--- config.mk ---
export PLATFORM = sky130hd
export DESIGN_NAME = usb_control_td_chain_builder_unit
export DESIGN_NICKNAME = d
export VERILOG_FILES = /design/src/hdl/tdcb_pkg.sv /design/src/hdl/tdcb_sequencer.sv /design/src/hdl/tdcb_datapath.sv /design/src/hdl/usb_control_td_chain_builder_unit.sv
export SDC_FILE = /design/constraint.sdc
export NUM_CORES = 1
export LEC_CHECK = 0
export ABC_AREA = 1
export BUFFER_PORTS_ARGS = -buffer_cell sky130_fd_sc_hd__buf_2
export CAP_MARGIN = 15
export CORE_MARGIN = 2
export CORE_UTILIZATION = 23
export DETAILED_ROUTE_END_ITERATION = 16
export SLEW_MARGIN = 5
export SYNTH_ARGS = -nofsm -noshare
export SYNTH_HDL_FRONTEND = slang
export SYNTH_SLANG_ARGS = --single-unit
--- constraint.sdc ---
create_clock -name clock -period 9.8 [get_ports clock]
set_input_delay 0.98 -clock clock [delete_from_list [all_inputs] [get_ports clock]]
set_output_delay 0.98 -clock clock [all_outputs]
set_load 0.01 [all_outputs]
--- src/hdl/tdcb_pkg.sv ---
// Shared types, constants and the sequencer program for the control TD chain builder.
package tdcb_pkg;

   typedef struct packed {
      logic [6:0]  device_address;
      logic [7:0]  request_kind;
      logic [7:0]  request_code;
      logic [15:0] request_value;
      logic [15:0] request_index;
      logic [15:0] data_length;
      logic        direction_in;
      logic [6:0]  max_packet;
      logic        slow_device;
   } req_type;

   typedef struct packed {
      logic        rejected;
      logic [2:0]  td_position;
      logic [31:0] token_word;
      logic [31:0] status_word;
      logic [63:0] setup_packet;
      logic [8:0]  data_offset;
      logic        has_buffer;
      logic        last_result;
   } rsp_type;

   localparam logic [7:0]  PID_SETUP   = 8'h2D;
   localparam logic [7:0]  PID_IN      = 8'h69;
   localparam logic [7:0]  PID_OUT     = 8'hE1;
   localparam logic [10:0] LEN_NULL    = 11'h7FF;
   localparam logic [10:0] LEN_SETUP   = 11'd7;
   localparam logic [31:0] ST_ERRCNT3  = 32'h1800_0000;
   localparam logic [31:0] ST_ACTIVE   = 32'h0080_0000;
   localparam logic [31:0] ST_LOWSPEED = 32'h0400_0000;
   localparam logic [31:0] ST_IOC      = 32'h0100_0000;
   localparam int          MAX_CHAIN   = 8;

   // Descriptor kinds a control word can emit.
   localparam logic [1:0] KIND_REJECT = 2'd0;
   localparam logic [1:0] KIND_SETUP  = 2'd1;
   localparam logic [1:0] KIND_DATA   = 2'd2;
   localparam logic [1:0] KIND_STATUS = 2'd3;

   // Emission modes.
   localparam logic [1:0] EMIT_NEVER   = 2'd0;
   localparam logic [1:0] EMIT_ALWAYS  = 2'd1;
   localparam logic [1:0] EMIT_IF_COND = 2'd2;

   // Jump conditions.
   localparam logic [1:0] COND_NEVER     = 2'd0;
   localparam logic [1:0] COND_TOO_LONG  = 2'd1;
   localparam logic [1:0] COND_DATA_MORE = 2'd2;

   // Program steps.
   localparam logic [2:0] STEP_CHECK  = 3'd0;
   localparam logic [2:0] STEP_SETUP  = 3'd1;
   localparam logic [2:0] STEP_DATA   = 3'd2;
   localparam logic [2:0] STEP_STATUS = 3'd3;
   localparam logic [2:0] STEP_REJECT = 3'd4;

   typedef struct packed {
      logic [1:0] kind;
      logic [1:0] emit_mode;
      logic [1:0] cond;
      logic [2:0] target;
      logic       done;
   } seq_word_type;

   typedef struct packed {
      logic       load;
      logic       emit;
      logic [1:0] kind;
   } ctl_type;

   typedef struct packed {
      logic too_long;
      logic data_more;
   } flags_type;

   function automatic seq_word_type seq_rom(input logic [2:0] step);
      seq_word_type w;
      begin
         unique case (step)
            STEP_CHECK:  w = '{KIND_REJECT, EMIT_NEVER,   COND_TOO_LONG,  STEP_REJECT, 1'b0};
            STEP_SETUP:  w = '{KIND_SETUP,  EMIT_ALWAYS,  COND_NEVER,     STEP_CHECK,  1'b0};
            STEP_DATA:   w = '{KIND_DATA,   EMIT_IF_COND, COND_DATA_MORE, STEP_DATA,   1'b0};
            STEP_STATUS: w = '{KIND_STATUS, EMIT_ALWAYS,  COND_NEVER,     STEP_CHECK,  1'b1};
            STEP_REJECT: w = '{KIND_REJECT, EMIT_ALWAYS,  COND_NEVER,     STEP_CHECK,  1'b1};
            default:     w = '{KIND_REJECT, EMIT_NEVER,   COND_NEVER,     STEP_CHECK,  1'b1};
         endcase
         return w;
      end
   endfunction

endpackage

--- src/hdl/tdcb_sequencer.sv ---
// Step counter and control-word decode for the TD chain builder.
module tdcb_sequencer
   import tdcb_pkg::*;
(
   input  logic      clock,
   input  logic      reset,
   input  logic      start,
   input  flags_type flags,
   output logic      busy,
   output ctl_type   ctl
);

   logic         active_ff, active_in;
   logic [2:0]   step_ff, step_in;
   seq_word_type word;
   logic         cond_true;
   logic         accept;

   assign accept = start && !active_ff;
   assign word   = seq_rom(step_ff);
   assign busy   = active_ff;

   always_comb begin
      unique case (word.cond)
         COND_NEVER:     cond_true = 1'b0;
         COND_TOO_LONG:  cond_true = flags.too_long;
         COND_DATA_MORE: cond_true = flags.data_more;
         default:        cond_true = 1'b0;
      endcase
   end

   always_comb begin
      ctl.load = accept;
      ctl.kind = word.kind;
      unique case (word.emit_mode)
         EMIT_ALWAYS:  ctl.emit = active_ff;
         EMIT_IF_COND: ctl.emit = active_ff && cond_true;
         default:      ctl.emit = 1'b0;
      endcase
   end

   always_comb begin
      active_in = active_ff;
      step_in   = step_ff;
      if (accept) begin
         active_in = 1'b1;
         step_in   = STEP_CHECK;
      end else if (active_ff) begin
         if (word.done) begin
            active_in = 1'b0;
         end
         step_in = cond_true ? word.target : step_ff + 3'd1;
      end
   end

   always_ff @(posedge clock) begin
      if (reset) begin
         active_ff <= 1'b0;
         step_ff   <= STEP_CHECK;
      end else begin
         active_ff <= active_in;
         step_ff   <= step_in;
      end
   end

endmodule

--- src/hdl/tdcb_datapath.sv ---
// Request registers, packet split arithmetic and the result register.
module tdcb_datapath
   import tdcb_pkg::*;
#(
   parameter int TD_SLOTS     = 8,
   parameter int BUFFER_BYTES = 64
) (
   input  logic      clock,
   input  logic      reset,
   input  req_type   req_item,
   input  ctl_type   ctl,
   output flags_type flags,
   output logic      rsp_strobe,
   output rsp_type   rsp_item
);

   localparam logic [15:0] LIMIT = 16'(BUFFER_BYTES * (TD_SLOTS - 2));
   localparam logic [2:0]  SLOT_LAST = 3'(((TD_SLOTS < MAX_CHAIN) ? TD_SLOTS : MAX_CHAIN) - 1);

   req_type     req_ff;
   logic [15:0] remaining_ff, remaining_in;
   logic [8:0]  offset_ff, offset_in;
   logic        toggle_ff, toggle_in;
   logic [2:0]  pos_ff, pos_in;
   logic        rsp_strobe_ff;
   rsp_type     rsp_ff, rsp_in;

   logic [6:0]  chunk;
   logic [10:0] data_len;
   logic [31:0] st_base;
   logic [7:0]  data_pid;
   logic [7:0]  status_pid;

   assign flags.too_long  = req_ff.data_length > LIMIT;
   assign flags.data_more = (remaining_ff != 16'd0) && (pos_ff < SLOT_LAST);

   // The last packet may be shorter than max packet.
   assign chunk    = (remaining_ff < {9'd0, req_ff.max_packet}) ? remaining_ff[6:0]
                                                                : req_ff.max_packet;
   assign data_len = (chunk == 7'd0) ? LEN_NULL : {4'd0, chunk - 7'd1};
   assign st_base  = ST_ERRCNT3 | ST_ACTIVE | (req_ff.slow_device ? ST_LOWSPEED : 32'd0);
   assign data_pid = req_ff.direction_in ? PID_IN : PID_OUT;
   // With no data stage the status stage is always IN.
   assign status_pid = ((req_ff.data_length == 16'd0) || !req_ff.direction_in) ? PID_IN
                                                                                 : PID_OUT;

   always_comb begin
      rsp_in       = '0;
      remaining_in = remaining_ff;
      offset_in    = offset_ff;
      toggle_in    = toggle_ff;
      pos_in       = pos_ff;
      if (ctl.load) begin
         remaining_in = req_item.data_length;
         offset_in    = 9'd0;
         toggle_in    = 1'b1;
         pos_in       = 3'd0;
      end else if (ctl.emit) begin
         rsp_in.td_position = pos_ff;
         case (ctl.kind)
            KIND_SETUP: begin
               rsp_in.token_word   = {LEN_SETUP, 1'b0, 1'b0, 4'd0,
                                      req_ff.device_address, PID_SETUP};
               rsp_in.status_word  = st_base;
               rsp_in.setup_packet = {req_ff.data_length, req_ff.request_index,
                                      req_ff.request_value, req_ff.request_code,
                                      req_ff.request_kind};
               rsp_in.has_buffer   = 1'b1;
               pos_in              = pos_ff + 3'd1;
            end
            KIND_DATA: begin
               rsp_in.token_word  = {data_len, 1'b0, toggle_ff, 4'd0,
                                     req_ff.device_address, data_pid};
               rsp_in.status_word = st_base;
               rsp_in.data_offset = offset_ff;
               rsp_in.has_buffer  = 1'b1;
               offset_in          = offset_ff + {2'd0, chunk};
               remaining_in       = remaining_ff - {9'd0, chunk};
               toggle_in          = !toggle_ff;
               pos_in             = pos_ff + 3'd1;
            end
            KIND_STATUS: begin
               rsp_in.token_word  = {LEN_NULL, 1'b0, 1'b1, 4'd0,
                                     req_ff.device_address, status_pid};
               rsp_in.status_word = st_base | ST_IOC;
               rsp_in.last_result = 1'b1;
            end
            default: begin
               rsp_in.td_position = 3'd0;
               rsp_in.rejected    = 1'b1;
               rsp_in.last_result = 1'b1;
            end
         endcase
      end
   end

   always_ff @(posedge clock) begin
      if (ctl.load) begin
         req_ff <= req_item;
      end
      remaining_ff <= remaining_in;
      offset_ff    <= offset_in;
      toggle_ff    <= toggle_in;
      pos_ff       <= pos_in;
      rsp_ff       <= rsp_in;
   end

   always_ff @(posedge clock) begin
      if (reset) begin
         rsp_strobe_ff <= 1'b0;
      end else begin
         rsp_strobe_ff <= ctl.emit && !ctl.load;
      end
   end

   assign rsp_strobe = rsp_strobe_ff;
   assign rsp_item   = rsp_ff;

endmodule

--- src/hdl/usb_control_td_chain_builder_unit.sv ---
// Top level of the USB control-transfer UHCI descriptor chain builder.
//
//   channel   ports                         beat taken when
//   request   start, busy, req_item         start high and busy low at a rising edge
//   result    rsp_strobe, rsp_item          rsp_strobe high (one cycle, no back-pressure)
//
// The microcode sequencer runs one step per clock: a check step, the SETUP
// descriptor, one step per data descriptor plus one step that ends the data
// loop, then the status descriptor. A request has D data descriptors, at most
// min(TD_SLOTS, 8) - 2; a rejected request runs the check and reject steps. Each
// result is registered and appears in the cycle after its step. Synchronous reset
// clears the sequencer and the strobe. The result side never stalls the block.
module usb_control_td_chain_builder_unit
   import tdcb_pkg::*;
#(
   parameter int TD_SLOTS     = 8,
   parameter int BUFFER_BYTES = 64
) (
   input  logic    clock,
   input  logic    reset,
   input  logic    start,
   output logic    busy,
   input  req_type req_item,
   output logic    rsp_strobe,
   output rsp_type rsp_item
);

   ctl_type   ctl;
   flags_type flags;

   tdcb_sequencer u_sequencer (
      .clock (clock),
      .reset (reset),
      .start (start),
      .flags (flags),
      .busy  (busy),
      .ctl   (ctl)
   );

   tdcb_datapath #(
      .TD_SLOTS     (TD_SLOTS),
      .BUFFER_BYTES (BUFFER_BYTES)
   ) u_datapath (
      .clock      (clock),
      .reset      (reset),
      .req_item   (req_item),
      .ctl        (ctl),
      .flags      (flags),
      .rsp_strobe (rsp_strobe),
      .rsp_item   (rsp_item)
   );

   // A rejection is always the only and final beat of its request.
   a_reject_last: assert property (@(posedge clock) disable iff (reset)
      rsp_strobe && rsp_item.rejected |-> rsp_item.last_result)
      else $error("rejected beat without last_result");

   // A beat that is not last means the sequencer is still running the chain.
   a_chain_busy: assert property (@(posedge clock) disable iff (reset)
      rsp_strobe && !rsp_item.last_result |-> busy)
      else $error("chain beat with sequencer idle");

   // The check step never emits, so no beat follows right after a request starts.
   a_check_silent: assert property (@(posedge clock) disable iff (reset)
      $rose(busy) |=> !rsp_strobe)
      else $error("beat emitted by the check step");

   // Only data descriptors carry an offset.
   a_offset_data: assert property (@(posedge clock) disable iff (reset)
      rsp_strobe && !rsp_item.has_buffer |-> rsp_item.data_offset == 9'd0)
      else $error("offset on a descriptor without buffer");

endmodule

# Word-level counts from Yosys, hierarchy flattened
# Index checks and enable logic that the tools add are counted.
# W data, S select, Z words.
[word_totals]
ff_bits = 257
latchBits = 0
ramBits = 0
rom_bits = 0
out_inout_bits = 145
mem_count = 0
[op_classes]
n_addsub = 5
n_mul = 0
div_mod_pow = 0
order_cmp = 3
n_eq_ne = 11
shifts = 0
n_mux = 19
bitwise_logic = 4
n_reduce_logical = 25
[ops]
columns = ["cell", "count"]
rows = [
  ["$pmux W64 S3", 1],
  ["$pmux W10 S5", 1],
  ["$mux W16", 3],
  ["$mux W27", 1],
  ["$gt A16 B9 Y1 const B", 1],
  ["$logic_not A16 Y1", 1],
  ["$lt A16 B7 Y1", 1],
  ["$mux W8", 2],
  ["$reduce_bool A16 Y1", 1],
  ["$sub A16 B7 Y16", 1],
  ["$reduce_or A3 Y1", 4],
  ["$mux W11", 1],
  ["$add A9 B7 Y9", 1],
  ["$eq A2 B2 Y1 const B", 4],
  ["$logic_not A7 Y1", 1],
  ["$mux W7", 1],
  ["$sub A7 B1 Y7 const B", 1],
  ["$add A3 B1 Y3 const B", 2],
  ["$eq A2 B1 Y1 const B", 3],
  ["$eq A3 B2 Y1 const B", 2],
  ["$reduce_and A2 Y1", 3],
  ["$reduce_or A2 Y1", 3],
  ["$mux W1", 5],
  ["$logic_and A1 B1 Y1", 4],
  ["11 further kinds", 19],
]

# Logic depth before layout (Yosys ltp)
# Gate-level depths: netlist (run 1).
[logic_depth]
depth_word = 8
depth_mapped = 24

# By module
# Synthesis (run 1) repeated with hierarchy kept, for this count alone.
[unflattened]
cells_unflattened = 899
hier_area_um2 = 8803.4
[by_module_without_submodules]
columns = ["mod", "n_inst", "cells_per_inst", "area_each_um2", "seq_area_each_um2"]
rows = [
  ["tdcb_datapath", 1, 832, 8374.3, 5205.0],
  ["tdcb_sequencer", 1, 67, 429.2, 80.1],
]

# Worst setup path after synthesis (run 1)
# No wires, ideal clock.
[synth_path]
path_type = "input-to-reg"
from = "input start"
to = "register u_datapath.req_ff[0] (netlist bit) (enable)"
arrival_time_ns = 3.494
required_ns = 9.324
slack_ns = 5.830
cell_stages = 3
path_buffers = 1
cell_sequence = "nand2_1 -> inv_1 -> clkbuf_1"
[synth_between]
elab_chain_len = 1
[synth_rtl]
columns = ["item", "line", "source"]
rows = [
  ["from (decl)", "usb_control_td_chain_builder_unit.sv:21", "input logic start,"],
  ["$logic_and A1 B1 Y1", "tdcb_sequencer.sv:19", "assign accept = start && !active_ff;"],
  ["via u_sequencer.accept", "tdcb_sequencer.sv:17", "logic accept;"],
  ["to (signal assigned)", "tdcb_datapath.sv:99", "req_ff <= req_item;"],
  ["to (decl)", "tdcb_datapath.sv:20", "req_type req_ff;"],
]
# The timed path passes the listed nets, and every way through them passes these cells.
# A chain may end at the register's enable or synchronous reset.

# Worst setup path in the final report (run 1)
[layout_path]
from = "register u_sequencer.step_ff[0]"
to = "register u_datapath.offset_ff[6]"
[layout_between]
elab_chain_len = 7
elab_cells_between_ends = 15
[layout_rtl]
columns = ["item", "line", "source"]
rows = [
  ["from (decl)", "tdcb_sequencer.sv:14", "logic [2:0] step_ff, step_in;"],
  ["from (signal assigned)", "tdcb_sequencer.sv:62", "step_ff <= step_in;"],
  ["$eq A3 B3 Y1 (tied with other cells)", "tdcb_pkg.sv:83", "unique case (step)"],
  ["$pmux W10 S5 *", "tdcb_pkg.sv:83", ""],
  ["$eq A2 B2 Y1 / $eq A2 B1 Y1 (equally long branches)", "tdcb_sequencer.sv:24", "unique case (word.cond)"],
  ["$pmux W1 S2", "tdcb_sequencer.sv:24", ""],
  ["$logic_and A1 B1 Y1", "tdcb_sequencer.sv:37", "EMIT_IF_COND: ctl.emit = active_ff && cond_true;"],
  ["$pmux W1 S2", "tdcb_sequencer.sv:35", "unique case (word.emit_mode)"],
  ["$reduce_and A2 Y1 (no source line) *", "--", ""],
  ["to (signal assigned)", "tdcb_datapath.sv:102", "offset_ff <= offset_in;"],
  ["to (decl)", "tdcb_datapath.sv:22", "logic [8:0] offset_ff, offset_in;"],
]
# Mark *: on every way between the ends. The rest lies on a longest branch, timed or not.

==> metrics.yaml, run 1 <==
cts:
  hold_fix_buffers_at_cts: 0
  cts.sink_count: 216
  tritoncts.num_buffers: 26
  cts.clk_slew.worst_paths_ns: 0.06
  cts_buffer_depth: 3
  postCtsSetupBuffers: 0
  cts-htree-levels: 1
  cts_repair_resize_count: 0
  clock_latency_ns: 0.54
  tritoncts: "yes"
  cts_root_buffer: "sky130_fd_sc_hd__clkbuf_16"
placed_design:
  preCtsSetupSlack_ns: 6.28
  hpwlAfterDp_um: 15400
  io_port_bufs: 193
  routabilityCongestion: 0.851
die:
  num_io_pins: 228
  placement_rows: 71
  die_x_um: 200
  initial_core_util: 0.233
  dieArea_mm2: 0.0398
  core_area_mm2: 0.0377
  die_span_in_y_um: 200
synth:
  synth_enable_flop_cells: 96
  synth_ff_type: "sky130_fd_sc_hd__dfxtp_1"
  synthMostInstantiatedCell: "sky130_fd_sc_hd__inv_1"
  synth_top_cell_area_share: 0.328
  netlist_top_cells_area: "sky130_fd_sc_hd__edfxtp_1 33%, sky130_fd_sc_hd__dfxtp_1 27%, sky130_fd_sc_hd__inv_1 6.8%"
  synth_common_cells: "160 x sky130_fd_sc_hd__inv_1, 156 x sky130_fd_sc_hd__nand2_1, 138 x sky130_fd_sc_hd__nor2_1"
  netlist-cell-type-count: 39
  ys_seq_elements: 216
  netlist.top_cell.by_area: "sky130_fd_sc_hd__edfxtp_1"
  synth_sequential_area_ratio: 0.601
  mappedNetlistArea_mm2: 0.00879
  netlist_instances: 926
  async_reset_ff_frac: 0
  synth.yosys.warnings: 0
  synthesis.area_per_instance_um2: 9.49
status:
  run_status: "finished, final reports clean"
timing:
  timing.final.max_slew_violations: 0
  time_the_worst_path_needs_with_i_o_delays_and_setup_ns: 3.51
  setup_slack_ns: 6.29
  fmaxAchievable_mhz: 285
  rsz0062_at_grt: "false"
  clock_skew_ns: 0.0260
  final_sum_of_negative_setup_slack_ns: 0
  worstMarginPinSlew_ns: 0.995
  relSlewSlack: 0.336
  number_of_failing_hold_endpoints_at_the_final_stage: 0
  finalCritPeriodShare: 0.359
  report.final.setup_viol: 0
flow_run:
  maxCapViolCount: 0
worst_setup_path:
  worst-endpoint-required_ns: 10.20
  worst_ep_arrival_time_ns: 3.92
  crit_path_max_fanout: 22
  cp-end-kind: "flip-flop"
  critPathKind: "reg2reg"
  setup.reg_to_reg.worst_slack_ns: 6.29
  start_kind: "flip-flop"
route:
  detail_route.first_pass.iterations: 4
  vias: 6384
  drt.antenna.violating_nets: 0
  routed_wl_um: 20900
  detailedRoute.firstIterationViolations: 220
  avgViaCountPerCell: 3.85
  remaining_drc_errors: 0
  mean_routed_wirelength_per_cell_um: 12.6
power:
  max_rail_drop_vdd_v: 0.0000927
  total_power_mw: 2.13
  p_leak_nw: 5.36
  power.density_cell_area_mw_per_mm2: 194
global_routing:
  grt_overflow_total: 0
  grt_max_degree: 77
  grt_antenna_before_repair: 4
  first_pass_grt_wire_length_um: 31700
  first_global_vias: 6151
  track_usage: 0.103
worst_hold_path:
  timing.hold.worst.class: "reg2reg"
cells_and_area:
  final_net_count: 1238
  layout-drive-gt1-share: 0.241
  syn_to_final_growth_pct: 25.4
==> kinds of logic (layout without fill, tap and decap cells) <==
family / count (synthesis) / after routing / synth area share
and+or+nand+nor: 383 / 383 / 0.189
buffers and inverters: 224 / 409 / 0.117
DFF: 216 / 216 / 0.601
AOI/OAI and AO/OA: 66 / 66 / 0.0437
adders and majority gates: 31 / 31 / 0.0441
xor gates and xnor gates: 5 / 5 / 0.00498
other: 1 / 37 / 0.000427
==> registers in the layout, summed over array words and instances, names as in the netlist <==
name,cells
u_datapath.rsp_item,102
u_datapath.req_ff,80
u_datapath.remaining_ff,16
u_datapath.offset_ff,9
u_datapath.pos_ff,3
u_sequencer.step_ff,3
u_datapath.rsp_strobe,1
u_datapath.toggle_ff,1
u_sequencer.busy,1
==> area by class of cell <==
| cell class | count | area (µm²) |
|---|---|---|
| clock inverters | 17 | 144 |
| diodes | 3 | 7.51 |
| repair buffers | 195 | 981 |
| flip-flops and latches | 216 | 5290 |
| multi-input cells | 519 | 2610 |
| well taps | 511 | 639 |
| fillers | 3978 | 26600 |
| clock buffers | 31 | 732 |
| inverters | 166 | 626 |
==> critical path: stages, from the launching register on <==
cell,delay [ns]
sky130_fd_sc_hd__dfxtp_1,0.35
sky130_fd_sc_hd__inv_1,0.10
sky130_fd_sc_hd__ha_1,0.18
sky130_fd_sc_hd__nand2_1,0.06
sky130_fd_sc_hd__nand2_1,0.09
sky130_fd_sc_hd__nor2_1,0.07
sky130_fd_sc_hd__inv_1,0.08
sky130_fd_sc_hd__nor2_1,0.05
sky130_fd_sc_hd__o21ai_0,0.48
sky130_fd_sc_hd__ha_1,0.34
sky130_fd_sc_hd__nand3_1,0.40
sky130_fd_sc_hd__nand2_1,0.87
sky130_fd_sc_hd__inv_1,0.17
sky130_fd_sc_hd__nand2_1,0.10
sky130_fd_sc_hd__nand2_1,0.05
==> cells in the final DEF, fill, tap and decap left out, types with 3 or more instances in the layout <==
cell type and instances:
sky130_fd_sc_hd__clkbuf_16 28, sky130_fd_sc_hd__inv_2 6, sky130_fd_sc_hd__nand3_1 49, sky130_fd_sc_hd__nand2_1 155, sky130_fd_sc_hd__nor3_1 3, sky130_fd_sc_hd__clkinv_2 3, sky130_fd_sc_hd__nand2_4 3, sky130_fd_sc_hd__edfxtp_1 96
sky130_fd_sc_hd__nand4_1 11, sky130_fd_sc_hd__inv_1 159, sky130_fd_sc_hd__o21ai_2 4, sky130_fd_sc_hd__xor2_1 5, sky130_fd_sc_hd__clkinvlp_4 4, sky130_fd_sc_hd__a21oi_1 20, sky130_fd_sc_hd__dfxtp_1 120, sky130_fd_sc_hd__o21ai_0 22
sky130_fd_sc_hd__nor2_1 138, sky130_fd_sc_hd__diode_2 3, sky130_fd_sc_hd__buf_2 193, sky130_fd_sc_hd__a31oi_1 6, sky130_fd_sc_hd__nand2_2 8, sky130_fd_sc_hd__conb_1 34, sky130_fd_sc_hd__nand3_2 8, sky130_fd_sc_hd__inv_6 4
sky130_fd_sc_hd__ha_1 31
==> stage by stage <==
step	instance area (µm²)	hold WS, ns	util	instances
after global placement	10100	0.440	0.269	1607
after detailed placement	10100	0.449	0.269	1607
after floorplan	8920	0.421	-	959
after CTS	11000	0.463	0.292	1655
after global routing	11000	0.483	0.293	1656
final	11000	0.461	0.293	1658
==> path summary, 6_finish.rpt <==
kind / from / end / cells past startpoint
hold reg to reg: u_datapath.req_ff[61] / u_datapath.rsp_item[23] / 2
hold / removal: u_datapath.req_ff[61] / u_datapath.rsp_item[23] / 2
setup / recovery: u_sequencer.step_ff[0] / u_datapath.offset_ff[6] / 14
setup reg to reg: u_sequencer.step_ff[0] / u_datapath.offset_ff[6] / 14
==> power breakdown <==
part           switching [mW]  internal, mW
combinational           0.119        0.0555
clock                   0.393         0.567
sequential             0.0167         0.984
total                   0.528          1.61
==> layer usage <==
metal | global-route usage | vias up | routed length [µm]
li1 | - | 3249 | -
met1 | 0.129 | 2912 | 9380
met2 | 0.168 | 185 | 9650
met3 | 0.0267 | 36 | 1330
met4 | 0.0395 | 2 | 532
met5 | 0 | - | 11
Note: power is estimated with default switching activity, not from simulation.
==> inputs of run 2 (changes only) <==
==> constraint.sdc (replaced) <==
create_clock -name clock -period 3.3 [get_ports clock]
set_input_delay 0.33 -clock clock [delete_from_list [all_inputs] [get_ports clock]]
set_output_delay 0.33 -clock clock [all_outputs]
set_load 0.01 [all_outputs]
==> run 2 against run 1 <==
  * Via count grew 5.3%
  * Hold slack lost 0.42 ns
  * Setup slack lost 6.0 ns
  * Critical endpoint is now u_datapath.offset_ff[7]
  * Largest power group unchanged
==> metrics.yaml, run 2 (synthesized netlist as in run 1, its figures left out) <==
status:
  run_status: "finished, final reports clean"
timing:
  number_of_failing_hold_endpoints_at_the_final_stage: 0
  finalHoldWorstSlack_ns: 0.0423
  relSlewSlack: 0.603
  rsz0062_at_grt: "false"
  setup_slack_ns: 0.312
  worstMarginPinSlew_ns: 0.590
  final_sum_of_negative_setup_slack_ns: 0
  fmaxAchievable_mhz: 335
  finalCritPeriodShare: 0.905
  report.final.setup_viol: 0
  time_the_worst_path_needs_with_i_o_delays_and_setup_ns: 2.99
  timing.final.max_slew_violations: 0
  clock_skew_ns: 0.0189
placed_design:
  io_port_bufs: 193
  hpwlAfterDp_um: 15800
  numPlacedInstances: 1616
  preCtsSetupSlack_ns: 0.274
  routabilityCongestion: 0.865
cells_and_area:
  most-common-layout-cells: "193 x sky130_fd_sc_hd__buf_2, 159 x sky130_fd_sc_hd__inv_1, 155 x sky130_fd_sc_hd__nand2_1, 138 x sky130_fd_sc_hd__nor2_1, 120 x sky130_fd_sc_hd__dfxtp_1"
  stdcell_count: 1741
  syn_to_final_growth_pct: 35.2
  final_net_count: 1325
  final_core_utilization: 0.316
  layout-drive-gt1-share: 0.230
  ff_latch_area_mm2: 0.00529
  number_of_antenna_repair_diodes: 0
  mostFrequentLayoutCell: "sky130_fd_sc_hd__buf_2"
  fill_cells: 3919
  multi_input_area_mm2: 0.00262
  largest_register_ff_count: 102
power:
  max_rail_drop_vdd_v: 0.000321
  p_leak_nw: 5.75
  power.density_cell_area_mw_per_mm2: 535
worst_setup_path:
  cp-end-kind: "flip-flop"
  worst-endpoint-required_ns: 3.74
  setup.reg_to_reg.worst_slack_ns: 0.31
  timing.rr.end: "u_datapath.offset_ff[7]"
  critPathKind: "reg2reg"
  worst_r2r_path_depth: 15
  worst_ep_arrival_time_ns: 3.42
  start_kind: "flip-flop"
  reg2reg_from: "u_datapath.remaining_ff[6]"
  crit_path_max_fanout: 26
die:
  num_io_pins: 228
  initial_core_util: 0.233
  placement_rows: 71
  die_x_um: 200
  core_area_mm2: 0.0377
  die_span_in_y_um: 200
  dieArea_mm2: 0.0398
global_routing:
  first_global_vias: 6420
  grt_max_degree: 51
  first_pass_grt_wire_length_um: 33400
  track_usage: 0.107
  grt_overflow_total: 0
  grt_antenna_before_repair: 0
worst_hold_path:
  worst_hold_path_endpoint: "u_datapath.req_ff[17]"
  hold_sp: "req_item[17]"
  hold_path_depth: 1
  timing.hold.worst.class: "in2reg"
cts:
  cts_root_buffer: "sky130_fd_sc_hd__clkbuf_16"
  cts.clk_slew.worst_paths_ns: 0.06
  postCtsSetupBuffers: 0
  cts.sink_count: 216
  cts_buffer_depth: 3
  clock_latency_ns: 0.55
  tritoncts.num_buffers: 25
  tritoncts: "yes"
  cts-htree-levels: 1
route:
  mean_routed_wirelength_per_cell_um: 12.7
  avgViaCountPerCell: 3.86
  detailedRoute.firstIterationViolations: 243
  routed_wl_um: 22200
  detail_route.first_pass.iterations: 5
  drt.antenna.violating_nets: 0
  remaining_drc_errors: 0
  vias: 6720
flow_run:
  maxCapViolCount: 0
[run 2: per-stage QoR]
step	instance area (µm²)	total power [mW]
global placement	10200	3.55
detailed placement	10200	3.57
floorplan	8920	3.41
CTS	11900	6.46
finish	11900	6.35
global route	11900	6.66
[run 2: routing by layer]
metal,vias up,share of wire,GRT usage
li1,3425,-,-
met1,3049,0.44,0.134
met2,194,0.46,0.177
met3,52,0.064,0.0278
met4,0,0.039,0.0398
met5,-,0,0
[run 2: critical path, cell delays in order (launching register included)]
cell and delay [ns]:
sky130_fd_sc_hd__edfxtp_1 0.47, sky130_fd_sc_hd__ha_1 0.32, sky130_fd_sc_hd__inv_1 0.05, sky130_fd_sc_hd__nor2_1 0.04, sky130_fd_sc_hd__nand2_1 0.07, sky130_fd_sc_hd__nand2_1 0.08, sky130_fd_sc_hd__nor2_4 0.19, sky130_fd_sc_hd__nand2_8 0.15
sky130_fd_sc_hd__o21ai_2 0.28, sky130_fd_sc_hd__ha_1 0.35, sky130_fd_sc_hd__a21oi_1 0.26, sky130_fd_sc_hd__nor2_1 0.08, sky130_fd_sc_hd__a211oi_1 0.23, sky130_fd_sc_hd__nand2_1 0.11, sky130_fd_sc_hd__a21oi_1 0.14, sky130_fd_sc_hd__nor2_1 0.06
[run 2: final cells by class]
type                            count  area share
Clock buffer                       35      0.0627
Timing Repair Buffer              283       0.158
Inverter                          166      0.0526
Multi-Input combinational cell    519       0.221
Tap cell                          511      0.0538
Sequential cell                   216       0.445
Clock inverter                     11     0.00779
[run 2: power breakdown]
part | total, mW | switching [mW] | leakage (nW) | internal, mW
clock | 2.77 | 1.16 | 0.418 | 1.60
combinational | 0.618 | 0.380 | 3.44 | 0.238
sequential | 2.97 | 0.0480 | 1.89 | 2.92
[run 2: worst max path at each step]
stage	cells after the start	startpoint	end	slack (ns)
CTS	16	u_datapath.remaining_ff[6]	u_datapath.offset_ff[7]	0.24
detailed placement	16	u_datapath.remaining_ff[6]	u_datapath.offset_ff[7]	0.27
finish	15	u_datapath.remaining_ff[6]	u_datapath.offset_ff[7]	0.31
floorplan	19	u_datapath.remaining_ff[6]	u_datapath.offset_ff[7]	0.59
global placement	16	u_datapath.remaining_ff[6]	u_datapath.offset_ff[7]	0.35
global route	19	u_datapath.remaining_ff[6]	u_datapath.remaining_ff[10]	0.01
[run 2: what timing repair did]
| action | 4_1_cts | 5_1_grt |
|---|---|---|
| setup endpoints to repair | 0 | 3 |
| hold buffers | 79 | 0 |
| hold endpoints to repair | 80 | 0 |
| gates resized for setup | 0 | 2 |
